`config.mk`:
```
export PLATFORM = sky130hd
export DESIGN_NAME = mme_ram
export DESIGN_NICKNAME = d
export VERILOG_FILES = /design/src/hw/rtl/mme_ram.sv
export SDC_FILE = /design/constraint.sdc
export NUM_CORES = 1
export LEC_CHECK = 0
export BUFFER_PORTS_ARGS = -buffer_cell sky130_fd_sc_hd__buf_4
export CAP_MARGIN = 30
export CORE_ASPECT_RATIO = 1.4
export CORE_UTILIZATION = 55
export CTS_CLUSTER_SIZE = 16
export DETAILED_ROUTE_END_ITERATION = 12
export PLACE_DENSITY_LB_ADDON = 0.05
export SLEW_MARGIN = 20
export SYNTH_ARGS = -nofsm -noshare
export SYNTH_HDL_FRONTEND = slang
export SYNTH_SLANG_ARGS = --single-unit
```
`constraint.sdc`:
```
create_clock -name clk -period 2.7 [get_ports clk]
set_clock_uncertainty 0.2 [all_clocks]
set_input_delay 0.405 -clock clk [delete_from_list [all_inputs] [get_ports clk]]
set_output_delay 0.405 -clock clk [all_outputs]
set_load 0.02 [all_outputs]
```
`src/hw/rtl/mme_ram.sv`:
```
// Generic single-write, single-read RAM with a registered read port.
// No dependencies; holds the A store and each cell's column of B.
module mme_ram #(
    parameter int WIDTH = 16,
    parameter int DEPTH = 16
) (
    input  logic                     clk,
    input  logic                     we,
    input  logic [$clog2(DEPTH)-1:0] waddr,
    input  logic [WIDTH-1:0]         wdata,
    input  logic [$clog2(DEPTH)-1:0] raddr,
    output logic [WIDTH-1:0]         rdata
);

    logic [WIDTH-1:0] mem [DEPTH];
    logic [WIDTH-1:0] rdata_reg;

    always_ff @(posedge clk)
    begin
        if (we)
        begin
            mem[waddr] <= wdata;
        end
        rdata_reg <= mem[raddr];
    end

    assign rdata = rdata_reg;

endmodule

```
Word level (Yosys, flattened, before mapping)
Memory sizes are Yosys's and may differ from the RTL's. A register that Yosys moved wholly into a read port is not among the register bits.
Cells that the tools add are included.
Cells by class
  multiplexer cells: 2
Operators with widths (count)
  $mux W1: 2
Word-level totals
  memories kept: 1
  output and inout bits: 16
  register bits: 0
  word-level logic and storage cells: 3
  bits of input ports: 26
  RAM bits: 256
Memory list
  mem: depth 16, width 16, read ports 1, clocked after memory_dff 1, wr ports 1, line 15  | logic [WIDTH-1:0] mem [DEPTH];

Logic depth before layout (Yosys ltp)
Gate-level depths: netlist of the first run.
  depth after elaboration: 2
  gate-level depth with buffers: 5
  gate-level depth less buffers: 3

Worst setup path after synthesis of the first run
Ideal clock, no wire load.
  path kind: input-to-reg
  from: in waddr[2]
  to: mem mem[0][0], enable pin
  slack: 0.040 ns
  cell stages on the path: 2
  arrival time: 2.051 ns
  setup time: 0.409 ns
  cell sequence: or3b_2 > nor3_1
RTL lines
  start: declaration: line 9  | input logic [$clog2(DEPTH)-1:0] waddr,
  end: declaration: line 15
No word-level cell before the write port.

Worst setup path after layout of the first run
  from: reg rdata_reg[12], in the netlist rdata[12] (read register of mem)
  to: out rdata[12]
RTL lines
  start: declaration: line 16  | logic [WIDTH-1:0] rdata_reg;
  end: declaration: line 12  | output logic [WIDTH-1:0] rdata
No word-level cell between the ends.

==> results.yml, run 1 <==
run_status:
  status: "finished clean"
finish:
  final_common_cell: "edfxtp_1"
  regArea_mm2: 0.008008
  area.growth.synth_to_final_pct: 17.30
  drive_above_1_share_pct: 33.40
  final_util_pct: 65.73
  layout_common_cells: "256 x edfxtp_1, 67 x buf_4, 54 x mux4_2"
  nFillCells: 1209
  multiInputGateArea_mm2: 0.001962
  finalNonFillerCells: 779
  diodes: 0
  nets: 548
  largest_reg_flops: 256
setup_path:
  cp.required_ns: 2.10
  reg2reg_depth: 3
  path_buf_inv: 1
  crit_chain: "buf_4"
  r2r-start: "mem[0][15]"
  endpoint_kind: "primary output"
  crit_family: "flip-flops"
  critical_path_class: "register to primary output"
  r2r_setup_slack_ns: 1.18
  worst_path_max_delay_cell: "dfxtp_1"
  arrival_ns: 1.01
  timing.rr.end: "rdata[15]"
  cp-start-kind: "register"
  cpPeakStageDelay_ns: 0.36
  crit_fanout: 1
global_routing:
  antenna_found_initial: 0
  grt_pass1_wl_um: 30260
  grt_pass1_vias: 4955
  overflow: 0
  grt_max_degree: 30
  gr-usage-all-layers_pct: 22.79
worst_hold_path:
  min_path_type: "primary input to register"
  worstHoldStart: "wdata[11]"
  hold-path-endpoint: "mem[13][11]"
  hold_depth: 1
timing:
  whs_ns: 0.007509
  tns_ns: 0
  finalHoldViolCount: 0
  period_needed_ns: 1.618
  fin_crit_sh_pct: 59.93
  setup_viol: 0
  worst_slack_ns: 1.082
  rsz0062_at_grt: "false"
  fmax_mhz: 618.0
  worst_pin_slew_ns: 0.5143
  maxSlewHeadroom_pct: 65.72
  slew_viol_final: 0
detailed_routing:
  route.vias.total: 4669
  top_layer: "met4"
  viasPerCell: 5.994
  ant_nets: 0
  wl_met3_um: 1325
  wl_met2_um: 10300
  drc: 0
  dr.pass1.iters: 4
  wl_met1_um: 7605
  drtIter0Drc: 382
  wl_per_cell_um: 25.36
  wl_um: 19760
logic_synthesis:
  syn_nets: 458
  synth-main-ff-cell: "edfxtp_1"
  ys_ff_latch: 272
  yosysWarningCount: 0
  synthArstFlopShare_pct: 0
  yosysUniqueCellTypes: 19
  yosysSeqAreaShare_pct: 79.73
  synth_edf_count: 256
  syn_inst: 432
  syn-cell-area_mm2: 0.01004
  synth_area_per_cell_um2: 23.25
floorplanning:
  ios: 42
  die_w_um: 116.2
  die_h_um: 161.9
  core-area_mm2: 0.01792
  initial_core_util_pct: 56.03
  die_area_mm2: 0.01881
  row_count: 58
clocking:
  tritoncts: "done"
  clkSinkCount: 272
  clk_pin_slew_ns: 0.06
  cts_resized: 0
  postCtsSetupBuffers: 0
  clockBufferDepth: 3
  numCtsBuffers: 24
  htree_levels: 1
  cts_root_buf: "clkbuf_16"
  clkLatencyLatePin_ns: 0.51
  hold_buffers: 12
power_and_ir_drop:
  vdd_drop_max_v: 0.0006011
  p_leak_nw: 3.890
  p_per_area_mw_per_mm2: 722.4
placed_design:
  post-dp-hpwl_um: 11310
  port_buffers: 41
  gp_congestion: 0.7677
  placed_cells: 724
  place_worst_setup_slack_ns: 0.6211
run:
  maxCapViolations: 0
[worst max path at each step]
| stage | startpoint | to | cells after the start |
|---|---|---|---|
| 6_report | rdata[12] | rdata[12] | 1 |
| 5_1_grt | rdata[12] | rdata[12] | 1 |
| 4_1_cts | rdata[12] | rdata[12] | 1 |
| 3_5_place_dp | raddr[0] | rdata[11] | 5 |
| 3_3_place_gp | raddr[0] | rdata[11] | 5 |
| 2_1_floorplan | waddr[2] | mem[0][0] | 2 |
[power breakdown]
| group | switching (mW) | internal, mW | leakage, nW |
|---|---|---|---|
| clock | 1.39 | 1.88 | 0.383 |
| sequential | 0.0274 | 4.72 | 2.45 |
| combinational | 0.269 | 0.223 | 1.06 |
[layout make-up]
type | instances | area share (%)
well taps | 240 | 2.549
repair buffers | 85 | 6.308
multi-input cells | 139 | 16.65
clock inverters | 6 | 0.2336
clock buffers | 37 | 6.287
flip-flops and latches | 272 | 67.97
[stage by stage]
step	power, mW	instance area, um2
6_report	8.511	11780
5_1_grt	8.778	11780
4_1_cts	8.580	11780
3_5_place_dp	5.323	10890
3_3_place_gp	5.311	10890
2_1_floorplan	5.095	10040
[layer usage]
layer	up-vias	global-route usage [%]
li1	2016	-
met1	2451	31.10
met2	164	37.80
met3	38	3.657
met4	0	7.576
met5	-	0
[cell families (layout without fill, tap and decap cells)]
family	count (synthesis)	count (layout)	share of synthesized area (%)
flip-flops	272	272	79.73
multiplexers	64	64	14.73
AND/OR/NAND/NOR	43	43	1.918
AO/OA/AOI/OAI	32	32	2.392
buffers and inverters	21	128	1.233
[Yosys cell counts, drive strengths merged (2+ instances only)]
| cell | n | area share, % |
|---|---|---|
| nand3b | 2 | 0.15 |
| mux4 | 64 | 15 |
| nor2b | 2 | 0.12 |
| nor3 | 4 | 0.20 |
| nand2 | 17 | 0.64 |
| nor2 | 13 | 0.49 |
| a22oi | 32 | 2.4 |
| buf | 13 | 0.93 |
| edfxtp | 256 | 77 |
| dfxtp | 16 | 3.2 |
| nand2b | 2 | 0.12 |
| clkbuf | 8 | 0.30 |
Note: power is estimated with default switching activity, not from simulation.
==> inputs of run 2 (changes only) <==
==> constraint.sdc (replaced) <==
create_clock -name clk -period 1.3 [get_ports clk]
set_clock_uncertainty 0.2 [all_clocks]
set_input_delay 0.195 -clock clk [delete_from_list [all_inputs] [get_ports clk]]
set_output_delay 0.195 -clock clk [all_outputs]
set_load 0.02 [all_outputs]
==> results.yml, run 2 (synthesized netlist as in run 1, its figures left out) <==
run_status:
  status: "finished with violations"
  violations: "negative setup slack"
detailed_routing:
  drtIter0Drc: 416
  drc: 0
  route.vias.total: 4833
  wl_um: 20990
  wl_per_cell_um: 25.79
  ant_nets: 0
  viasPerCell: 5.937
  dr.pass1.iters: 5
power_and_ir_drop:
  p_sw_share_pct: 20.52
  pwr-share-seq_pct: 54.8
  internal_power_mw: 14.33
  p_per_area_mw_per_mm2: 1425
  power_frac_clock_pct: 38.0
  switching_power_mw: 3.700
  p_comb_share_pct: 7.2
  vdd_drop_max_v: 0.001199
  p_leak_nw: 4.154
floorplanning:
  die_w_um: 116.2
  die_h_um: 161.9
  ios: 42
  row_count: 58
  core-area_mm2: 0.01792
  die_area_mm2: 0.01881
  initial_core_util_pct: 56.03
setup_path:
  crit_fanout: 1
  cp.required_ns: 1.50
  arrival_ns: 1.66
  cp-start-kind: "register"
  endpoint_kind: "register"
  r2r_setup_slack_ns: -0.15
  critical_path_class: "register to register"
  reg2reg_depth: 3
clocking:
  clockBufferDepth: 3
  postCtsSetupBuffers: 0
  cts_root_buf: "clkbuf_16"
  tritoncts: "done"
  numCtsBuffers: 25
  clkLatencyLatePin_ns: 0.52
  htree_levels: 1
  clkSinkCount: 272
  clk_pin_slew_ns: 0.06
timing:
  maxSlewHeadroom_pct: 80.20
  whs_ns: 0.05703
  setup_viol: 32
  fin_crit_sh_pct: 111.8
  fmax_mhz: 688.0
  rsz0062_at_grt: "true"
  worst_pin_slew_ns: 0.2964
  worst_slack_ns: -0.1534
  finalHoldViolCount: 0
  slew_viol_final: 0
  period_needed_ns: 1.453
placed_design:
  placed_cells: 751
  port_buffers: 41
  gp_congestion: 0.7039
  post-dp-hpwl_um: 12340
  place_worst_setup_slack_ns: -0.5431
global_routing:
  grt_pass1_vias: 5176
  grt_max_degree: 30
  overflow: 0
  antenna_found_initial: 0
  grt_pass1_wl_um: 31380
  gr-usage-all-layers_pct: 24.05
worst_hold_path:
  hold_depth: 5
  min_path_type: "primary input to register"
run:
  maxCapViolations: 0
finish:
  layout_common_cells: "256 x edfxtp_1, 64 x mux4_2, 49 x buf_4"
  multiInputGateArea_mm2: 0.002135
  largest_reg_flops: 256
  nFillCells: 1118
  nets: 581
  finalNonFillerCells: 814
  diodes: 0
  regArea_mm2: 0.008028
  final_common_cell: "edfxtp_1"
  final_util_pct: 70.59
  area.growth.synth_to_final_pct: 25.97
  drive_above_1_share_pct: 44.43
-- run 2: cell count changes in the layout (fill, tap and decap cells not counted), moves of 16 or more --
cell	delta
dfxtp_2	+16
a22oi_2	+19
buf_12	+29
a22oi_1	-19
dfxtp_1	-16
buf_6	+16
buf_4	-18
-- run 2: path summary, 6_finish.rpt --
kind / endpoint / start
worst min-delay path: rdata[1] / raddr[3]
worst min register to register: rdata[15] / mem[7][15]
worst max-delay path: rdata[2] / mem[3][2]
worst max register to register: rdata[2] / mem[3][2]
-- run 2: power groups by stage --
stage	registers, mW	logic [mW]	clock network [mW]
floorplan	10.1	0.540	0
global placement	10.0	1.18	0
detailed placement	10.0	1.19	0
CTS	9.88	1.29	6.97
global route	9.90	1.39	7.32
finish	9.88	1.30	6.85
-- run 2: cell type report --
cell class                 count  area share, %
timing repair buffer         117          11.21
clock buffer                  32          5.311
multi-input combinational    139          16.87
tap                          240          2.373
sequential                   272          63.45
clock inverter                14         0.7813
-- run 2: critical path: stages, from the launching register on --
cell	delay, ns
edfxtp_1	0.37
mux4_2	0.51
a22oi_2	0.19
nand2_1	0.07
-- run 2: repair_timing --
action	in CTS	in global routing
endpoints found under the hold margin	257	0
resized for setup	41	12
setup endpoints to repair	32	32
hold buffers	17	0
pin swaps	6	0
-- run 2: per-stage QoR --
step / area, um2 / TNS, ns / total power, mW
2_1_floorplan: 10240 / -48.27 / 10.64
6_report: 12650 / -2.680 / 18.03
3_3_place_gp: 11540 / -85.93 / 11.21
3_5_place_dp: 11540 / -88.89 / 11.24
5_1_grt: 12650 / -4.012 / 18.60
4_1_cts: 12600 / -3.074 / 18.15
-- run 2: metal layers --
layer | global-route usage [%] | wire length (um) | vias up
met3 | 4.403 | 1366 | 25
met4 | 6.469 | 325 | 0
met1 | 31.56 | 8039 | 2563
li1 | - | - | 2078
met2 | 41.42 | 11260 | 167
met5 | 0 | 0 | -
