==> src/hw/rtl/mme_pkg.sv <==
// Shared types and constants of the matrix multiply engine.
// Used by mme_mac_cell, matrix_multiply_engine_top and tb_top; depends on nothing.
package mme_pkg;

    localparam int IDX_W    = 4;    // width of the row and column index fields
    localparam int IDX_LIMIT = 16;  // sizes the index fields can address
    localparam int SIZE_W   = 5;    // width of the size registers
    localparam int VAL_W    = 16;   // Q8.8 element
    localparam int PROD_W   = 32;   // Q16.16 product of two elements
    localparam int ACC_W    = 36;   // Q20.16 sum of up to sixteen products

    localparam logic [1:0] FN_WR_A = 2'd0;
    localparam logic [1:0] FN_WR_B = 2'd1;
    localparam logic [1:0] FN_EMIT = 2'd2;

    localparam logic [1:0] CFG_ROWS_A    = 2'd0;
    localparam logic [1:0] CFG_INNER_LEN = 2'd1;
    localparam logic [1:0] CFG_COLS_B    = 2'd2;

    typedef enum logic [1:0] {
        ST_IDLE,
        ST_ISSUE,
        ST_WAIT,
        ST_DRAIN
    } mme_state_t;

    // One step of a dot product as it travels down the cell chain.
    typedef struct packed {
        logic             valid;
        logic             first;
        logic             last;
        logic [IDX_W-1:0] k;
        logic [VAL_W-1:0] a;
    } mme_lane_t;

    // Write of one element of B, offered to every cell.
    typedef struct packed {
        logic             en;
        logic [IDX_W-1:0] row;
        logic [IDX_W-1:0] col;
        logic [VAL_W-1:0] data;
    } mme_bwr_t;

endpackage

==> src/hw/rtl/mme_ram.sv <==
// Generic single-write, single-read RAM with a registered read port.
// No dependencies; holds the A store and each cell's column of B.
module mme_ram #(
    parameter int WIDTH = 16,
    parameter int DEPTH = 16
) (
    input  logic                     clk,
    input  logic                     we,
    input  logic [$clog2(DEPTH)-1:0] waddr,
    input  logic [WIDTH-1:0]         wdata,
    input  logic [$clog2(DEPTH)-1:0] raddr,
    output logic [WIDTH-1:0]         rdata
);

    logic [WIDTH-1:0] mem [DEPTH];
    logic [WIDTH-1:0] rdata_reg;

    always_ff @(posedge clk)
    begin
        if (we)
        begin
            mem[waddr] <= wdata;
        end
        rdata_reg <= mem[raddr];
    end

    assign rdata = rdata_reg;

endmodule

==> src/hw/rtl/mme_mac_cell.sv <==
// One multiply-accumulate cell of the chain: holds one column of B and its dot product.
// Depends on mme_pkg (lane and write types) and mme_ram.
module mme_mac_cell #(
    parameter int DIM     = 16,
    parameter int CELL_ID = 0
) (
    input  logic                                clk,
    input  logic                                rst_n,
    input  mme_pkg::mme_bwr_t                   bwr,
    input  logic                                clear,
    input  mme_pkg::mme_lane_t                  lane_in,
    output mme_pkg::mme_lane_t                  lane_out,
    output logic signed [mme_pkg::ACC_W-1:0]    acc,
    output logic                                done
);

    localparam int DIM_W = $clog2(DIM);

    logic                               b_we;
    logic [mme_pkg::VAL_W-1:0]          b_rd;

    mme_pkg::mme_lane_t                 s1_reg;
    logic                               s2_valid_reg;
    logic                               s2_first_reg;
    logic                               s2_last_reg;
    logic signed [mme_pkg::PROD_W-1:0]  prod_reg;
    logic signed [mme_pkg::PROD_W-1:0]  prod_next;
    logic signed [mme_pkg::ACC_W-1:0]   acc_reg;
    logic signed [mme_pkg::ACC_W-1:0]   acc_next;
    logic                               done_reg;
    logic                               done_next;

    assign b_we = bwr.en && (bwr.col == mme_pkg::IDX_W'(CELL_ID));

    // Column CELL_ID of B, addressed by its row.
    mme_ram #(
        .WIDTH (mme_pkg::VAL_W),
        .DEPTH (DIM)
    ) u_b_col (
        .clk   (clk),
        .we    (b_we),
        .waddr (bwr.row[DIM_W-1:0]),
        .wdata (bwr.data),
        .raddr (lane_in.k[DIM_W-1:0]),
        .rdata (b_rd)
    );

    always_comb
    begin
        prod_next = $signed(s1_reg.a) * $signed(b_rd);
        acc_next  = acc_reg;
        if (s2_valid_reg)
        begin
            acc_next = (s2_first_reg ? '0 : acc_reg)
                     + {{(mme_pkg::ACC_W-mme_pkg::PROD_W){prod_reg[mme_pkg::PROD_W-1]}},
                        prod_reg};
        end
        done_next = done_reg;
        if (clear)
        begin
            done_next = 1'b0;
        end
        else if (s2_valid_reg && s2_last_reg)
        begin
            done_next = 1'b1;
        end
    end

    always_ff @(posedge clk or negedge rst_n)
    begin
        if (!rst_n)
        begin
            s1_reg       <= '0;
            s2_valid_reg <= 1'b0;
            s2_first_reg <= 1'b0;
            s2_last_reg  <= 1'b0;
            done_reg     <= 1'b0;
        end
        else
        begin
            s1_reg       <= lane_in;
            s2_valid_reg <= s1_reg.valid;
            s2_first_reg <= s1_reg.first;
            s2_last_reg  <= s1_reg.last;
            done_reg     <= done_next;
        end
    end

    always_ff @(posedge clk)
    begin
        prod_reg <= prod_next;
        acc_reg  <= acc_next;
    end

    assign lane_out = s1_reg;
    assign acc      = acc_reg;
    assign done     = done_reg;

    a_s2_follows_s1: assert property (@(posedge clk) disable iff (!rst_n)
        s2_valid_reg |-> $past(s1_reg.valid))
        else $error("product stage valid without a preceding read stage");

    a_done_after_last: assert property (@(posedge clk) disable iff (!rst_n)
        $rose(done_reg) |-> $past(s2_valid_reg && s2_last_reg))
        else $error("cell finished without the last step of its dot product");

    a_no_step_after_done: assert property (@(posedge clk) disable iff (!rst_n)
        s2_valid_reg |-> !done_reg)
        else $error("accumulation step arrived while the result was marked done");

endmodule

==> config.mk <==
export PLATFORM = sky130hd
export DESIGN_NAME = mme_mac_cell
export DESIGN_NICKNAME = d
export VERILOG_FILES = /design/src/hw/rtl/mme_pkg.sv /design/src/hw/rtl/mme_ram.sv /design/src/hw/rtl/mme_mac_cell.sv
export SDC_FILE = /design/constraint.sdc
export NUM_CORES = 1
export LEC_CHECK = 0
export BUFFER_PORTS_ARGS = -buffer_cell sky130_fd_sc_hd__clkbuf_2
export CORE_UTILIZATION = 57
export DETAILED_ROUTE_END_ITERATION = 10
export GPL_ROUTABILITY_DRIVEN = 0
export GPL_TIMING_DRIVEN = 1
export PLACE_DENSITY_LB_ADDON = 0.1
export SETUP_SLACK_MARGIN = 0.05
export SLEW_MARGIN = 20
export SYNTH_ARGS = -nofsm -noshare
export SYNTH_HDL_FRONTEND = slang
export SYNTH_HIERARCHICAL = 1
export SYNTH_SLANG_ARGS = --single-unit
==> constraint.sdc <==
create_clock -name clk -period 5.3 [get_ports clk]
set_input_delay 0.795 -clock clk [delete_from_list [all_inputs] [get_ports clk]]
set_output_delay 0.795 -clock clk [all_outputs]
set_load 0.03 [all_outputs]
Word level (Yosys, flattened, before mapping)
Memory sizes are Yosys's and may differ from the RTL's. A register that Yosys moved wholly into a read port is not among the register bits.
Cells that the tools add are included.
- multiplexer cells: 5
- add/sub/neg operators: 1
- reduce and logical (&&, ||, !) cells: 4
- multipliers: 1
- operators with widths (kind ; number):
    $add 36x36->36 ; 1
    $mux 36 ; 1
    $mul 16x16->32 ; 1
    $logic_not 4->1 ; 1
    $mux 1 ; 4
    $logic_and 1x1->1 ; 2
    $reduce_bool 2->1 ; 1
- memories kept: 1
- RAM bits: 256
- register bits after elaboration: 95
- memory list (memory ; depth ; bits a word ; read ports ; clocked after Yosys merged registers in ; wr ports ; line ; RTL):
    u_b_col.mem ; 16 ; 16 ; 1 ; 1 ; 1 ; mme_ram.sv:15 ; logic [WIDTH-1:0] mem [DEPTH];

Depth between registers and ports, before layout
- word-level depth: 4
- gate-level depth with buffers: 24
- mapped depth without buffers: 23

Modules after synthesis
Netlist, hierarchy kept.
- modules (own cells, without submodules) (module ; instances ; cells each ; area an instance (µm²) ; seq. area each (µm²)):
    mme_mac_cell ; 1 ; 1488 ; 14262.4 ; 2397.3
    mme_ram ; 1 ; 432 ; 10043.4 ; 8007.7

Least setup slack after synthesis
Ideal clock, no wire load.
- path kind: register to register
- start point: register s1_reg, in the netlist lane_out[15]
- end point: register prod_reg[31] (netlist name)
- arrival time: 5.901 ns
- path slack: -0.673 ns
- data required time: 5.228 ns
- stages on the path, launching flop included: 19
- cell sequence: dfrtp_1 clkbuf_1 nand2_1 inv_1 fa_1 fa_1 fa_1 fa_1 fa_1 fa_1 ha_1 a21o_1 a21o_1 a21oi_1 nand3b_1 a211oi_1 o31ai_1 a31oi_1 xnor2_1
- longest elaborated chain between the ends: 1
- RTL lines (element ; line ; RTL):
    from (decl) ; mme_mac_cell.sv:22 ; mme_pkg::mme_lane_t s1_reg;
    from (signal assigned) ; mme_mac_cell.sv:81 ; s1_reg <= lane_in;
    $mul 16x16->32 ; mme_mac_cell.sv:50 ; prod_next = $signed(s1_reg.a) * $signed(b_rd);
    net prod_next, one bit ; mme_mac_cell.sv:27 ; logic signed [mme_pkg::PROD_W-1:0] prod_next;
    to (signal assigned) ; mme_mac_cell.sv:91 ; prod_reg <= prod_next;
    to (decl) ; mme_mac_cell.sv:26 ; logic signed [mme_pkg::PROD_W-1:0] prod_reg;
The timed path passes the listed nets, and every way through them passes these cells.
A chain may end at the register's enable or synchronous reset.

Worst setup path in the final report
Ends and elaborated chain as after synthesis.

==> impl_metrics.py <==
metrics = {
    "setup_path": {
        "cp_top_family": "adder cells",
        "cp.buffers_inverters": 4,
        "required_ns": 5.75,
        "worst_path_largest_cell_delay_ns": 0.60,
        "worstSetupStartpointType": "flop",
        "crit_path_end_kind": "flop",
        "path_common_cell": "fa_1",
        "reg2reg_depth": 19,
        "arrival_ns": 6.03,
        "crit_slowest_cell": "fa_2",
        "critPathKind": "reg -> reg",
        "path_max_fanout": 5,
        "cp_num_cells": 19,
        "reg2reg_slack_ns": -0.28,
        "path_cells": "buf_6 > and2_4 > fa_2 > buf_6 > fa_1 > fa_1 > fa_1 > fa_1 > inv_2 > fa_1 > inv_2 > ha_4 > a21o_1 > a21o_1 > nand3b_1 > a211oi_2 > o31ai_1 > a31oi_1 > xnor2_1",
    },
    "placed_design": {
        "post_dp_cell_area_um2": 26700,
        "port_buffers": 110,
        "hpwl_mm": 37.8,
    },
    "synth": {
        "synthAdderAreaFrac": 0.277,
        "postSynth.asyncResetShare": 0.0736,
        "synth_edf_count": 292,
        "yosys.area.top_type_share": 0.361,
        "synthCells": 1920,
        "ys_seq_area_frac": 0.428,
        "synth_compound_area_frac": 0.0564,
        "synthTopCellsByArea": "edfxtp_1 (36%), fa_1 (22%), ha_1 (6.0%)",
        "yosysTopAreaCell": "edfxtp_1",
        "synth_seq_cells": 367,
        "yosysUniqueCellTypes": 64,
        "syn-num-nets": 2351,
        "yosys_warnings": 6,
        "synth.avg_cell_area_um2": 12.7,
        "syn_area_um2": 24300,
        "synth-main-ff-cell": "edfxtp_1",
        "synth_xor_area_frac": 0.0234,
        "yosys.area_share.simple": 0.0935,
        "yosys-mux-area-fraction": 0.0608,
        "synth_top_family_by_area": "adder cells",
    },
    "detailed_routing": {
        "first_iter_violations": 740,
        "wl_mm": 52.3,
        "wl_met1_mm": 21.4,
        "drtPass1Iterations": 7,
        "met3_length_mm": 1.91,
        "viasPerCell": 5.38,
        "highest_layer": "met5",
        "vias": 14900,
        "detail-route-antenna-nets": 0,
        "wl_met2_mm": 27.3,
        "drc": 0,
        "wl_per_cell_um": 18.9,
    },
    "clock_network": {
        "htreeDepth": 2,
        "cts.sinks": 367,
        "tritoncts.num_buffers": 38,
        "hold_buffers": 0,
        "clock_tree.root_cell": "clkbuf_16",
        "clkSlewWorstSetupHoldPaths_ns": 0.06,
        "clk_latency_ns": 0.59,
        "clock_path_buffers": 3,
        "cts_tree": "built",
    },
    "global_route": {
        "track_usage": 0.250,
        "grt_max_degree": 60,
        "grt_antenna_before_repair": 1,
        "grt.overflow.total": 0,
        "grt_pass1_wl_mm": 84.3,
        "grt_pass1_vias": 16200,
    },
    "sta": {
        "setup_viol": 13,
        "setup_slack_ns": -0.282,
        "holdWs_ns": 0.269,
        "fin_crit_sh": 1.05,
        "fmax_mhz": 179,
        "tightest_slew_ns": 1.06,
        "hold_viol_final": 0,
        "fin_worst_skew_ns": 0.0305,
        "finalMaxSlewViolations": 0,
        "max_slew_margin": 0.294,
        "rsz0062_at_grt": "true",
        "layout_min_cycle_time_ns": 5.58,
    },
    "final_layout": {
        "fillers": 3031,
        "largest_reg_flops": 256,
        "final_cell_mix": "inv_1 (299), edfxtp_1 (292), fa_1 (250)",
        "nets": 2629,
        "layout-drive-gt1-share": 0.258,
        "final_common_cell": "inv_1",
        "regArea_um2": 10400,
        "final_area_um2": 28700,
        "multi_input_area_um2": 13000,
        "area_growth_syn_to_layout_pct": 18.3,
        "antenna_cells": 0,
    },
    "floorplanning": {
        "row_count": 75,
        "die_h_um": 209,
        "die-area_um2": 43500,
        "start_util": 0.578,
        "die_w_um": 209,
        "ios": 111,
        "core_um2": 42000,
    },
    "status": {
        "failed_checks": "negative setup slack",
        "status": "complete, but fails checks",
    },
    "run": {
        "maxCapViolations": 0,
    },
    "min_path": {
        "min_path_type": "in -> async",
    },
}
-- metrics by stage --
| step | TNS [ns] | std cells | utilization | setup slack [ns] |
|---|---|---|---|---|
| 6_report | -1.92 | 2767 | 0.684 | -0.282 |
| 3_3_place_gp | -3.65 | 2670 | 0.635 | -0.354 |
| 3_5_place_dp | -4.10 | 2670 | 0.635 | -0.444 |
| 5_1_grt | -4.74 | 2767 | 0.684 | -0.498 |
| 4_1_cts | -2.17 | 2754 | 0.675 | -0.299 |
| 2_1_floorplan | -1.01 | 1920 | - | -0.255 |
-- repair_timing --
action | 4_1_cts | 5_1_grt
gates resized for setup | 63 | 85
pin swaps | 52 | 68
setup endpoints to repair | 19 | 20
setup buffers | 14 | 15
cloned | 1 | 0
-- cells in the mapped netlist (15+ instances only) --
cell type and number:
nor2_1 57, clkbuf_1 43, xnor2_1 51, a21o_1 20, a21oi_1 58, nor2b_1 38
nand2b_1 15, dfrtp_1 27, edfxtp_1 292, fa_1 263, a22oi_1 32, o21ai_0 30
ha_1 117, and2_1 125, mux4_2 54, dfxtp_1 48, inv_1 324, nand2_1 173
-- worst reg2reg max path, delay by kind of cell (launching register included) --
family / cells / cell delay (ns)
AO/OA/AOI/OAI: 5 / 0.99
XOR/XNOR: 1 / 0.10
adder cells (fa/ha/maj): 7 / 3.24
AND/OR/NAND/NOR: 2 / 0.34
buffers and inverters: 4 / 0.34
flip-flops: 1 / 0.42
-- cells by family after synthesis --
group,after synthesis
and+or+nand+nor,457
buffers and inverters,382
muxes,64
AOI/OAI and AO/OA,205
xor gates and xnor gates,65
adders and majority gates,380
DFF,367
-- per-layer routing --
metal,GRT usage,vias up
met5,0,-
met4,0.0897,2
met3,0.0325,120
met2,0.452,314
met1,0.309,7490
li1,-,6964
-- path summary, 6_finish.rpt --
kind / startpoint / endpoint
hold / removal: rst_n / lane_out[15]
setup reg to reg: lane_out[15] / prod_reg[31]
setup / recovery: lane_out[15] / prod_reg[31]
hold reg to reg: lane_out[21] / s2_first_reg
max in group asynchronous: rst_n / lane_out[14]
min in group clk: lane_in[15] / lane_out[15]
-- final cells by class --
type | instances | area share
inverter | 325 | 0.0425
clock inverter | 30 | 0.0134
sequential | 367 | 0.363
clock buffer | 40 | 0.0337
timing repair buffer | 295 | 0.0729
multi-input combinational | 1171 | 0.451
tap | 539 | 0.0235
Power is not shown: default switching activity piles up to over one toggle a cycle in this logic, so the estimate is an artifact.
